==> src/hdl/kmpfm_pkg.sv <==
// Package: sizes, codes and payload types for the KMP first-match search block.
`timescale 1ns / 1ps
package kmpfm_pkg;

   localparam int MAX_PATTERN   = 64;
   localparam int IDX_BITS      = $clog2(MAX_PATTERN);
   localparam int LEN_BITS      = IDX_BITS + 1;
   localparam int DATA_BITS     = 8;
   localparam int POSITION_BITS = 20;
   localparam int TPOS_BITS     = POSITION_BITS + 1;

   localparam logic OP_PATTERN = 1'b0;
   localparam logic OP_TEXT    = 1'b1;

   localparam logic [1:0] ST_FOUND     = 2'd0;
   localparam logic [1:0] ST_NOT_FOUND = 2'd1;
   localparam logic [1:0] ST_PAT_LONG  = 2'd2;
   localparam logic [1:0] ST_TEXT_LONG = 2'd3;

   typedef struct packed {
      logic                 op;
      logic [DATA_BITS-1:0] data_byte;
      logic                 last;
   } req_type;

   typedef struct packed {
      logic [1:0]               status;
      logic [POSITION_BITS-1:0] position;
   } rsp_type;

   typedef struct packed {
      logic                chase;
      logic [LEN_BITS-1:0] next_k;
   } step_type;

endpackage

==> src/hdl/kmpfm_ram.sv <==
// Generic single-write, single-read RAM with registered read data.
`timescale 1ns / 1ps
module kmpfm_ram #(
   parameter int WIDTH = 8,
   parameter int DEPTH = 64
) (
   input  logic                     clock,
   input  logic                     wr_en,
   input  logic [$clog2(DEPTH)-1:0] wr_addr,
   input  logic [WIDTH-1:0]         wr_data,
   input  logic [$clog2(DEPTH)-1:0] rd_addr,
   output logic [WIDTH-1:0]         rd_data
);

   logic [WIDTH-1:0] mem_ff [DEPTH];
   logic [WIDTH-1:0] rd_data_ff;

   always_ff @(posedge clock) begin
      if (wr_en) begin
         mem_ff[wr_addr] <= wr_data;
      end
      rd_data_ff <= mem_ff[rd_addr];
   end

   assign rd_data = rd_data_ff;

endmodule

==> src/hdl/kmpfm_step.sv <==
// Shared KMP step unit: compare one stored byte and pick the next prefix length.
`timescale 1ns / 1ps
module kmpfm_step (
   input  logic [kmpfm_pkg::LEN_BITS-1:0]  k,
   input  logic [kmpfm_pkg::DATA_BITS-1:0] pat_byte,
   input  logic [kmpfm_pkg::LEN_BITS-1:0]  fail_k,
   input  logic [kmpfm_pkg::DATA_BITS-1:0] c,
   input  logic [kmpfm_pkg::LEN_BITS-1:0]  limit,
   output kmpfm_pkg::step_type             step
);
   import kmpfm_pkg::*;

   logic hit;

   assign hit = (pat_byte == c);

   always_comb begin
      step.chase = (k != '0) && !hit;
      if (step.chase) begin
         step.next_k = fail_k;
      end else if ((k < limit) && hit) begin
         step.next_k = k + LEN_BITS'(1);
      end else begin
         step.next_k = k;
      end
   end

endmodule

==> src/hdl/kmp_first_match_search.sv <==
// Top level: KMP pattern loader and first-match text scanner with result register.
//
// Usage:
//  - Request channel (req_valid / req_stall / req_data): op selects a pattern byte
//    or a text byte, last closes the pattern or the text. A pattern byte after a
//    closed pattern starts a new pattern; a text byte closes an open pattern.
//  - Response channel (rsp_valid / rsp_stall / rsp_data): at most one response per
//    request: found with start position, not found at the end of text, pattern too
//    long, or text too long. Position is zero for every status but found.
//  - A request that needs a compare takes its failure-link steps and then one compare,
//    all done by the single step unit reading the pattern and failure RAMs at one
//    address each per cycle. A request that needs no compare does not enter the
//    scan state. A request that yields a response then passes through the emit
//    state, which loads the output register. req_stall is high while a request is
//    in work.
//  - When the receiver holds rsp_stall, the response stays in the output
//    register; the block takes further requests until it has a new response to
//    deliver, and then waits for the output register to free.
//  - Synchronous reset empties the pattern and the text state and drops any
//    pending response; the RAMs keep their contents, unread until rewritten.
`timescale 1ns / 1ps
module kmp_first_match_search (
   input  logic               clock,
   input  logic               reset,
   input  logic               req_valid,
   output logic               req_stall,
   input  kmpfm_pkg::req_type req_data,
   output logic               rsp_valid,
   input  logic               rsp_stall,
   output kmpfm_pkg::rsp_type rsp_data
);
   import kmpfm_pkg::*;

   localparam logic [1:0] S_IDLE = 2'd0;
   localparam logic [1:0] S_SCAN = 2'd1;
   localparam logic [1:0] S_EMIT = 2'd2;

   logic [1:0]           state_ff, state_in;
   logic                 op_ff, op_in;
   logic [DATA_BITS-1:0] c_ff, c_in;
   logic                 last_ff, last_in;
   logic [LEN_BITS-1:0]  k_ff, k_in;
   logic [LEN_BITS-1:0]  pat_len_ff, pat_len_in;
   logic [LEN_BITS-1:0]  pre_idx_ff, pre_idx_in;
   logic [LEN_BITS-1:0]  match_ff, match_in;
   logic [TPOS_BITS-1:0] pos_ff, pos_in;
   logic                 done_ff, done_in;
   logic                 ovf_ff, ovf_in;
   logic                 closed_ff, closed_in;
   rsp_type              pend_ff, pend_in;
   logic                 rsp_valid_ff, rsp_valid_in;
   rsp_type              rsp_data_ff, rsp_data_in;

   logic                 wr_en;
   logic [IDX_BITS-1:0]  wr_addr;
   logic [DATA_BITS-1:0] wr_pat;
   logic [LEN_BITS-1:0]  wr_fail;
   logic [IDX_BITS-1:0]  rd_pat_addr;
   logic [IDX_BITS-1:0]  rd_fail_addr;
   logic [DATA_BITS-1:0] pat_byte;
   logic [LEN_BITS-1:0]  fail_k;
   logic [LEN_BITS-1:0]  eff_len;
   logic                 tail_en;
   logic                 tail_last;
   logic [TPOS_BITS-1:0] found_pos;
   step_type             step;

   assign rd_pat_addr  = k_in[IDX_BITS-1:0];
   assign rd_fail_addr = k_in[IDX_BITS-1:0] - IDX_BITS'(1);
   assign found_pos    = pos_ff + TPOS_BITS'(1) - TPOS_BITS'(pat_len_ff);

   kmpfm_ram #(
      .WIDTH (DATA_BITS),
      .DEPTH (MAX_PATTERN)
   ) u_pat_ram (
      .clock   (clock),
      .wr_en   (wr_en),
      .wr_addr (wr_addr),
      .wr_data (wr_pat),
      .rd_addr (rd_pat_addr),
      .rd_data (pat_byte)
   );

   kmpfm_ram #(
      .WIDTH (LEN_BITS),
      .DEPTH (MAX_PATTERN)
   ) u_fail_ram (
      .clock   (clock),
      .wr_en   (wr_en),
      .wr_addr (wr_addr),
      .wr_data (wr_fail),
      .rd_addr (rd_fail_addr),
      .rd_data (fail_k)
   );

   kmpfm_step u_step (
      .k        (k_ff),
      .pat_byte (pat_byte),
      .fail_k   (fail_k),
      .c        (c_ff),
      .limit    (pat_len_ff),
      .step     (step)
   );

   always_comb begin
      state_in     = state_ff;
      op_in        = op_ff;
      c_in         = c_ff;
      last_in      = last_ff;
      k_in         = k_ff;
      pat_len_in   = pat_len_ff;
      pre_idx_in   = pre_idx_ff;
      match_in     = match_ff;
      pos_in       = pos_ff;
      done_in      = done_ff;
      ovf_in       = ovf_ff;
      closed_in    = closed_ff;
      pend_in      = pend_ff;
      rsp_valid_in = rsp_valid_ff && rsp_stall;
      rsp_data_in  = rsp_data_ff;
      wr_en        = 1'b0;
      wr_addr      = pat_len_ff[IDX_BITS-1:0];
      wr_pat       = c_ff;
      wr_fail      = step.next_k;
      eff_len      = closed_ff ? '0 : pat_len_ff;
      tail_en      = 1'b0;
      tail_last    = last_ff;

      unique case (state_ff)
         S_IDLE: begin
            if (req_valid) begin
               op_in     = req_data.op;
               c_in      = req_data.data_byte;
               last_in   = req_data.last;
               tail_last = req_data.last;
               if (req_data.op == OP_PATTERN) begin
                  if (closed_ff) begin
                     pat_len_in = '0;
                     pre_idx_in = '0;
                     ovf_in     = 1'b0;
                     closed_in  = 1'b0;
                     pos_in     = '0;
                     match_in   = '0;
                     done_in    = 1'b0;
                  end
                  if (eff_len == LEN_BITS'(MAX_PATTERN)) begin
                     ovf_in = 1'b1;
                     if (req_data.last) begin
                        closed_in = 1'b1;
                        pend_in   = '{status: ST_PAT_LONG, position: '0};
                        state_in  = S_EMIT;
                     end
                  end else if (eff_len == '0) begin
                     wr_en      = 1'b1;
                     wr_addr    = '0;
                     wr_pat     = req_data.data_byte;
                     wr_fail    = '0;
                     pat_len_in = LEN_BITS'(1);
                     pre_idx_in = '0;
                     if (req_data.last) begin
                        closed_in = 1'b1;
                     end
                  end else begin
                     k_in     = pre_idx_ff;
                     state_in = S_SCAN;
                  end
               end else begin
                  closed_in = 1'b1;
                  tail_en   = 1'b1;
                  if (done_ff) begin
                     done_in = 1'b1;
                  end else if (ovf_ff) begin
                     if (req_data.last) begin
                        pend_in  = '{status: ST_PAT_LONG, position: '0};
                        state_in = S_EMIT;
                     end
                  end else if (pos_ff[POSITION_BITS]) begin
                     done_in  = 1'b1;
                     pend_in  = '{status: ST_TEXT_LONG, position: '0};
                     state_in = S_EMIT;
                  end else if (pat_len_ff == '0) begin
                     done_in  = 1'b1;
                     pend_in  = '{status: ST_FOUND, position: '0};
                     state_in = S_EMIT;
                  end else begin
                     tail_en  = 1'b0;
                     k_in     = match_ff;
                     state_in = S_SCAN;
                  end
               end
            end
         end
         S_SCAN: begin
            k_in = step.next_k;
            if (!step.chase) begin
               state_in = S_IDLE;
               if (op_ff == OP_PATTERN) begin
                  wr_en      = 1'b1;
                  pat_len_in = pat_len_ff + LEN_BITS'(1);
                  pre_idx_in = step.next_k;
                  if (last_ff) begin
                     closed_in = 1'b1;
                  end
               end else begin
                  tail_en = 1'b1;
                  if (step.next_k >= pat_len_ff) begin
                     done_in  = 1'b1;
                     match_in = '0;
                     pend_in  = '{status: ST_FOUND,
                                  position: found_pos[POSITION_BITS-1:0]};
                     state_in = S_EMIT;
                  end else begin
                     match_in = step.next_k;
                     if (last_ff) begin
                        pend_in  = '{status: ST_NOT_FOUND, position: '0};
                        state_in = S_EMIT;
                     end
                  end
               end
            end
         end
         S_EMIT: begin
            if (!rsp_valid_ff || !rsp_stall) begin
               rsp_valid_in = 1'b1;
               rsp_data_in  = pend_ff;
               state_in     = S_IDLE;
            end
         end
         default: begin
            state_in = S_IDLE;
         end
      endcase

      if (tail_en) begin
         if (!pos_ff[POSITION_BITS]) begin
            pos_in = pos_ff + TPOS_BITS'(1);
         end
         if (tail_last) begin
            pos_in   = '0;
            match_in = '0;
            done_in  = 1'b0;
         end
      end
   end

   always_ff @(posedge clock) begin
      if (reset) begin
         state_ff     <= S_IDLE;
         pat_len_ff   <= '0;
         pre_idx_ff   <= '0;
         match_ff     <= '0;
         pos_ff       <= '0;
         done_ff      <= 1'b0;
         ovf_ff       <= 1'b0;
         closed_ff    <= 1'b0;
         rsp_valid_ff <= 1'b0;
      end else begin
         state_ff     <= state_in;
         pat_len_ff   <= pat_len_in;
         pre_idx_ff   <= pre_idx_in;
         match_ff     <= match_in;
         pos_ff       <= pos_in;
         done_ff      <= done_in;
         ovf_ff       <= ovf_in;
         closed_ff    <= closed_in;
         rsp_valid_ff <= rsp_valid_in;
      end
   end

   always_ff @(posedge clock) begin
      op_ff       <= op_in;
      c_ff        <= c_in;
      last_ff     <= last_in;
      k_ff        <= k_in;
      pend_ff     <= pend_in;
      rsp_data_ff <= rsp_data_in;
   end

   assign req_stall = (state_ff != S_IDLE);
   assign rsp_valid = rsp_valid_ff;
   assign rsp_data  = rsp_data_ff;

   a_scan_k_in_range: assert property (@(posedge clock) disable iff (reset)
      (state_ff == S_SCAN) |-> (k_ff < pat_len_ff))
      else $error("prefix length out of range during scan");

   a_len_bounded: assert property (@(posedge clock) disable iff (reset)
      pat_len_ff <= LEN_BITS'(MAX_PATTERN))
      else $error("pattern length beyond store");

   a_ovf_full: assert property (@(posedge clock) disable iff (reset)
      ovf_ff |-> (pat_len_ff == LEN_BITS'(MAX_PATTERN)))
      else $error("overflow flagged with room left in store");

   a_pos_zero: assert property (@(posedge clock) disable iff (reset)
      (rsp_valid_ff && (rsp_data_ff.status != ST_FOUND)) |-> (rsp_data_ff.position == '0))
      else $error("nonzero position on a response other than found");

endmodule

==> config.mk <==
export PLATFORM = sky130hd
export DESIGN_NAME = kmp_first_match_search
export DESIGN_NICKNAME = d
export VERILOG_FILES = /design/src/hdl/kmpfm_pkg.sv /design/src/hdl/kmpfm_ram.sv /design/src/hdl/kmpfm_step.sv /design/src/hdl/kmp_first_match_search.sv
export SDC_FILE = /design/constraint.sdc
export NUM_CORES = 1
export LEC_CHECK = 0
export BUFFER_PORTS_ARGS = -buffer_cell sky130_fd_sc_hd__clkbuf_2
export CORE_ASPECT_RATIO = 1.5
export CORE_MARGIN = 1
export CORE_UTILIZATION = 55
export CTS_CLUSTER_SIZE = 8
export DETAILED_ROUTE_END_ITERATION = 6
export GPL_TIMING_DRIVEN = 0
export MAX_ROUTING_LAYER = met4
export PLACE_DENSITY_LB_ADDON = 0.2
export SLEW_MARGIN = 20
export SYNTH_ARGS = -nofsm -noshare
export SYNTH_HDL_FRONTEND = slang
export SYNTH_SLANG_ARGS = --single-unit
export TNS_END_PERCENT = 5
==> constraint.sdc <==
create_clock -name clock -period 6.39 [get_ports clock]
set_clock_uncertainty 0.2 [all_clocks]
set_input_delay 0.3195 -clock clock [delete_from_list [all_inputs] [get_ports clock]]
set_output_delay 0.3195 -clock clock [all_outputs]
set_load 0.03 [all_outputs]
### Word level (Yosys, flattened, before mapping)

Memories as Yosys holds them, arrays and structs flattened. A register that Yosys moved wholly into a read port is not among the register bits.
Cells that the tools add are included.

| word-level totals | value |
|---|---|
| register bits | 109 |
| RAM bits | 960 |
| bits of input ports | 14 |
| output and inout port bits | 24 |
| logic and storage cells | 201 |
| memories kept | 2 |

Memory list:

| memory | words | width | rd ports | clocked after Yosys merged registers in | write ports | RTL line | RTL |
|---|---|---|---|---|---|---|---|
| u_pat_ram.mem_ff | 64 | 8 | 1 | 1 | 1 | kmpfm_ram.sv:15 | `logic [WIDTH-1:0] mem_ff [DEPTH];` |
| u_fail_ram.mem_ff | 64 | 7 | 1 | 1 | 1 | kmpfm_ram.sv:15 |  |

| operators by class | value |
|---|---|
| add/sub/neg operators | 5 |
| order comparisons | 2 |
| equal/unequal tests | 21 |
| multiplexer cells | 130 |
| bitwise gates (word level) | 1 |
| reductions and logical operators | 22 |

Operators with widths:

| kind | count |
|---|---|
| $mux 22 | 12 |
| $mux 7 | 37 |
| $mux 21 | 7 |
| $pmux 7 s2 | 4 |
| $pmux 22 s2 | 1 |
| $mux 1 | 40 |
| $mux 8 | 5 |
| $mux 6 | 5 |
| $mux 2 | 14 |
| $ne 3x3->1 const B | 8 |
| $add 21x1->21 const B | 1 |
| $sub 20x7->20 | 1 |
| $reduce_and 8->1 | 2 |
| $reduce_and 5->1 | 3 |
| $add 7x1->7 const B | 2 |
| $logic_not 7->1 | 2 |
| $ne 2x2->1 const B | 7 |
| $eq 8x8->1 | 1 |
| $pmux 1 s2 | 4 |
| $eq 7x7->1 const B | 1 |
| $ge 7x7->1 | 1 |
| $lt 7x7->1 | 1 |
| $reduce_bool 7->1 | 1 |
| $pmux 2 s3 | 1 |
| other kinds (13) | 20 |

### Logic depth before layout (Yosys ltp)

| logic depth | value |
|---|---|
| depth after elaboration | 11 |
| depth in mapped cells | 23 |
| depth with buffers taken out | 21 |

### Modules after synthesis

From an unflattened synthesis, not the netlist that was laid out.

| unflattened totals | value |
|---|---|
| cells, all modules | 2526 |
| area, all modules | 44508.9 µm² |

Modules (own cells, without submodules):

| module | instances | cells each | area each (µm²) | sequential area each (µm²) |
|---|---|---|---|---|
| kmpfm_ram (u_pat_ram) | 1 | 940 | 20166.8 | 15534.9 |
| kmpfm_ram (u_fail_ram) | 1 | 837 | 17673.2 | 13593.0 |
| kmp_first_match_search | 1 | 672 | 6119.6 | 2722.6 |
| kmpfm_step | 1 | 77 | 549.3 | 0.0 |

### Least setup slack after synthesis

OpenSTA, ideal clock, no wires.

| path | value |
|---|---|
| kind | flip-flop to flip-flop |
| start | reg pat_len_ff[3] |
| end | reg pend_ff[0] (netlist bit) (enable) |
| setup time | 408 ps |
| arrival time | 4590 ps |
| required time | 5782 ps |
| setup slack | 1191 ps |
| cell stages (with the launch flop) | 22 |
| path buffers | 2 |
| clock period less this slack | 5199 ps |
| path through | dfxtp_1 > clkbuf_1 > inv_1 > ha_1 > a21oi_1 > o21ai_0 > or3_1 > clkbuf_2 > or3_1 > and2_1 > nand2_1 > o21ai_0 > ha_1 > nand2b_1 > a21o_1 > a21o_1 > a21o_1 > a21o_1 > a21o_1 > a21o_1 > o2111ai_1 > a21oi_1 |

| on the way | value |
|---|---|
| word-level cells in the longest chain between the ends | 7 |
| elaborated cells between the ends (all ways) | 12 |
| those cells by class | 2 x order compare; 4 x eq/ne; 3 x mux; 3 x reduce/logical |

RTL lines:

| element | RTL line | RTL |
|---|---|---|
| from (decl) | kmp_first_match_search.sv:43 | `logic [LEN_BITS-1:0] pat_len_ff, pat_len_in;` |
| from (signal assigned) | kmp_first_match_search.sv:259 | `pat_len_ff <= pat_len_in;` |
| $lt 7x7->1 | kmpfm_step.sv:21 | `end else if ((k < limit) && hit) begin` |
| $logic_and 1x1->1 | kmpfm_step.sv:21 |  |
| $mux 7 | kmpfm_step.sv:21 |  |
| $mux 7 | kmpfm_step.sv:19 | `if (step.chase) begin` |
| $ge 7x7->1 | kmp_first_match_search.sv:206 | `if (step.next_k >= pat_len_ff) begin` |
| $ne 3x3->1 (no source line) | - |  |
| $reduce_and 8->1 (no source line) (*) | - |  |
| to (signal assigned) | kmp_first_match_search.sv:275 | `pend_ff <= pend_in;` |
| to (decl) | kmp_first_match_search.sv:50 | `rsp_type pend_ff, pend_in;` |

Mark *: on every way between the ends. The rest lies on a longest branch, timed or not.
A chain may end at the register's enable or synchronous reset.

### Worst setup path after layout

| path | value |
|---|---|
| start | reg pat_len_ff[3] |
| end | reg u_fail_ram.rd_data_ff[4], in the netlist u_fail_ram.rd_data[4] (read register of u_fail_ram.mem_ff) |

| on the way | value |
|---|---|
| word-level cells in the longest chain between the ends | 9 |
| elaborated cells between the ends (all ways) | 18 |
| those cells by class | 1 x add/sub; 1 x order compare; 1 x eq/ne; 12 x mux; 3 x reduce/logical |

RTL lines:

| element | RTL line | RTL |
|---|---|---|
| $logic_not 7->1 | kmp_first_match_search.sv:181 | `end else if (pat_len_ff == '0) begin` |
| $mux 7 | kmp_first_match_search.sv:181 |  |
| $mux 7 | kmp_first_match_search.sv:177 | `end else if (pos_ff[POSITION_BITS]) begin` |
| $mux 7 | kmp_first_match_search.sv:172 | `end else if (ovf_ff) begin` |
| $mux 7 | kmp_first_match_search.sv:170 | `if (done_ff) begin` |
| $mux 7 | kmp_first_match_search.sv:136 | `if (req_data.op == OP_PATTERN) begin` |
| $mux 7 | kmp_first_match_search.sv:131 | `if (req_valid) begin` |
| $pmux 7 s2 (*) | kmp_first_match_search.sv:129 | `unique case (state_ff)` |
| via k_in[5] | kmp_first_match_search.sv:42 | `logic [LEN_BITS-1:0] k_ff, k_in;` |
| $sub 6x1->6 (*) | kmp_first_match_search.sv:69 | `assign rd_fail_addr = k_in[IDX_BITS-1:0] - IDX_BITS'(1);` |
| to (decl) | kmpfm_ram.sv:16 | `logic [WIDTH-1:0] rd_data_ff;` |

The timed path passes the listed nets; every way through them passes the cells marked *. The select of a mux whose other input is x is not followed.

==> impl_results.md <==
* Sequential power share at 33.2%
* Ant diodes at 0
* NetSw at 10,300 uW
* Mean Syn Cell Area at 15.5 um2
* Setup CP Type: reg2reg
* Fmax at 152 MHz
* Remaining routing DRC violations at 0
* Final worst-path cycle share at 103%
* WP data required at 6.71 ns
* Net Sw Frac at 38.4%
* Die W at 233 um
* CP max stage cell: a222oi_1
* Static Leak at 0.0168 uW
* Critical Path AT at 6.88 ns
* Placer Congestion at 1.02
* Standard-cell rows at 126
* Core region area at 79,000 um2
* Post-synth EDFFs at 1,014
* Slew Limit Fails at 0
* Final hold vios at 0
* Overall global routing resource usage at 32.7%
* Pwr dens at 524 nW/um2
* Sequential area share after synthesis at 72.4%
* Asr flop ratio synth at 0%
* Setup crit start: pat_len_ff[3]$_SDFFE_PP0P_
* Num ports at 38
* Top cells by count, synth: edfxtp_1 (1,014), nand2_1 (304), nand3_1 (174), nor2_1 (161), mux2i_1 (153)
* Die H at 348 um
* Post-synth top area share at 69.2%
* Vias in the first global route at 27,700
* Root Driver: clkbuf_16
* CTS clk-pin slew, worst paths at 0.06 ns
* Synth cell types at 73
* Crit-path max cell delay at 1.11 ns
* Antenna violations before repair at 1
* CP Capture Type: flop
* Net count, final at 3,163
* Synth area leader: edfxtp_1
* Worst Slack Setup Final at -0.173 ns
* Hpwl dp at 87,500 um
* VDD IR-drop max at 343 uV
* # placed instances at 3,974
* Reg-to-reg critical path startpoint: pat_len_ff[3]$_SDFFE_PP0P_
* Crit Path Max Fanout at 10
* Synth warn at 0
* Synth Net Count at 2,888
* Via count at 27,400
* Critical Path Start Type: flop
* Post-route ant nets at 0
* Clk pwr share at 26.9%
* Failing checks: setup timing
* Synth area leaders: edfxtp_1 (69%), mux4_2 (5.7%), mux2i_1 (3.5%)
* Clock tree buffer depth at 3
* Setup TNS at -0.429 ns
* Status: complete, but fails checks
* CTS tree: done
* Dominant synthesized flop cell: edfxtp_1
* Avg WL per Cell at 30.3 um
* # clock sinks at 1,084
* Pint at 16,500 uW
* Clk Latency, worst-skew pair at 0.74 ns
* DRT Wirelength at 127,000 um
* Layout Cells excl Fill at 4,189
* Mapped Area at 44,000 um2
* Grt ovf at 0
* Worst slew pin tran at 1.24 ns
* Number of port buffers at 37
* Cells after Synth at 2,847
* MaxCap Viol Count at 0
* H-Tree Level Count at 4
* Most frequent cell after synthesis: edfxtp_1
* Layout cells sized above 1 at 18.3%
* Die area at 81,100 um2
* Hold crit path type: in2reg
* Area grow syn2layout at 16.3%
* First-pass GRT wire length at 183,000 um
* Slew HR at 17.2%
* Final setup violation count at 4
* DRT iter0 DRCs at 3,166
* Total CTS buffers at 153
* Post-layout min period at 6.56 ns
* Vias per inst at 6.53
* Share of total power in combinational logic at 39.8%
* Critical-path cell list: clkbuf_4 > clkinvlp_4 > ha_1 > a21oi_1 > o21ai_0 > or3_1 > clkbuf_2 > nor4_1 > xor2_1 > mux2_2 > a221oi_4 > inv_1 > xnor2_2 > buf_2 > nand4_1 > a222oi_1
* Iteration count of the initial detailed-routing pass at 6
* HP Start: req_data[3]
* Largest net degree at the start of global routing at 65
* RSZ-0062 raised after global routing: true
* Starting Density at 55.7%
* #FFs+latches synth at 1,084
==> power by group through the flow <==
stage	logic (uW)	registers (uW)	clock network [uW]
global placement	9750	9180	0
global route	11000	8920	7550
floorplan	5830	9080	0
CTS	10400	8910	7260
finish	10700	8910	7220
detailed placement	10200	9040	0
==> metrics by stage <==
step	area (um2)	hold slack (ns)	setup WS (ns)	utilization, %	total power, uW
finish	51200	0.129	-0.173	64.8	26800
global route	51200	0.117	-0.172	64.8	27500
CTS	51100	0.0961	0.00403	64.7	26600
detailed placement	46700	0.238	-2.76	59.1	19300
global placement	45500	0.235	-2.60	57.6	18900
floorplan	44000	0.218	1.19	-	14900
==> worst max-delay path, delay by kind of cell (launching register included) <==
kind	cells	cell delay, ns
XOR/XNOR	2	0.49
adder cells (fa/ha/maj)	1	0.23
AO/OA/AOI/OAI	4	2.16
buffers and inverters	5	1.48
flip-flops	1	0.38
multiplexers	1	0.35
AND/OR/NAND/NOR	3	1.05
==> state kept, by name, indices dropped and copies added (netlist names), 8 cells and up <==
| register | flops |
|---|---|
| c_ff | 8 |
| u_pat_ram.mem_ff | 512 |
| u_fail_ram.mem_ff | 448 |
| pend_ff | 22 |
| pos_ff | 21 |
| u_pat_ram.rd_data | 8 |
| rsp_data | 22 |
==> cells by family (layout without fill, tap and decap cells) <==
family          Yosys count  after routing  share of synthesized area (%)
compound gates          441            441                           6.64
xor+xnor                 45             45                          0.913
fa+ha+maj                27             27                          0.785
buf+inv                 198            516                           1.89
flops                  1084           1084                           72.4
mux                     268            268                           9.29
simple gates            784            784                           8.08
==> layout by cell type, fill, tap and decap left out, types with 25 or more instances in the layout <==
master	Yosys	routed
edfxtp_1	1014	1014
nand2_1	304	294
nand3_1	174	174
clkbuf_16	0	158
mux2i_1	153	153
clkbuf_1	104	115
mux4_2	112	112
a21oi_1	104	102
nor2_1	161	96
o21ai_0	93	92
dfxtp_1	70	68
nor2_2	2	66
buf_2	45	48
clkbuf_2	2	46
o22ai_1	42	42
xnor2_1	35	35
buf_6	0	34
a32oi_1	26	26
inv_1	28	25
a311oi_1	25	25
ha_1	26	25
==> repair_timing <==
item | CTS | global route
hold buffers | 14 | 0
setup endpoints to repair | 24 | 18
setup buffers | 5 | 2
pin swaps | 3 | 5
gates resized for setup | 47 | 7
cloned | 0 | 0
hold endpoints to repair | 55 | 0
==> path summary, 6_finish.rpt <==
kind	slack, ns	end	cells past startpoint
min	0.13	c_ff[2]$_DFFE_PP_	2
max reg2reg	-0.17	u_fail_ram.rd_data[4]$_DFF_P_	16
max	-0.17	u_fail_ram.rd_data[4]$_DFF_P_	16
min reg2reg	0.25	rsp_data[17]$_DFFE_PP_	0
==> per-layer routing <==
layer  wire (um)  up-vias  track usage, %
met3       10300      383            6.43
li1            -    11700               -
met1       42800    13700            36.0
met5           0        -               -
met2       63500     1580            53.2
met4       10100        0            23.3
==> layout make-up <==
class	count	area (um2)
multi-input combinational	1565	11700
fill	5407	27800
inverter	30	125
tap	1024	1280
clock buffer	188	4070
buffer	164	788
timing repair buffer	124	1300
clock inverter	10	91.3
sequential	1084	31900
No activity file was read; power rests on OpenSTA's default activity.
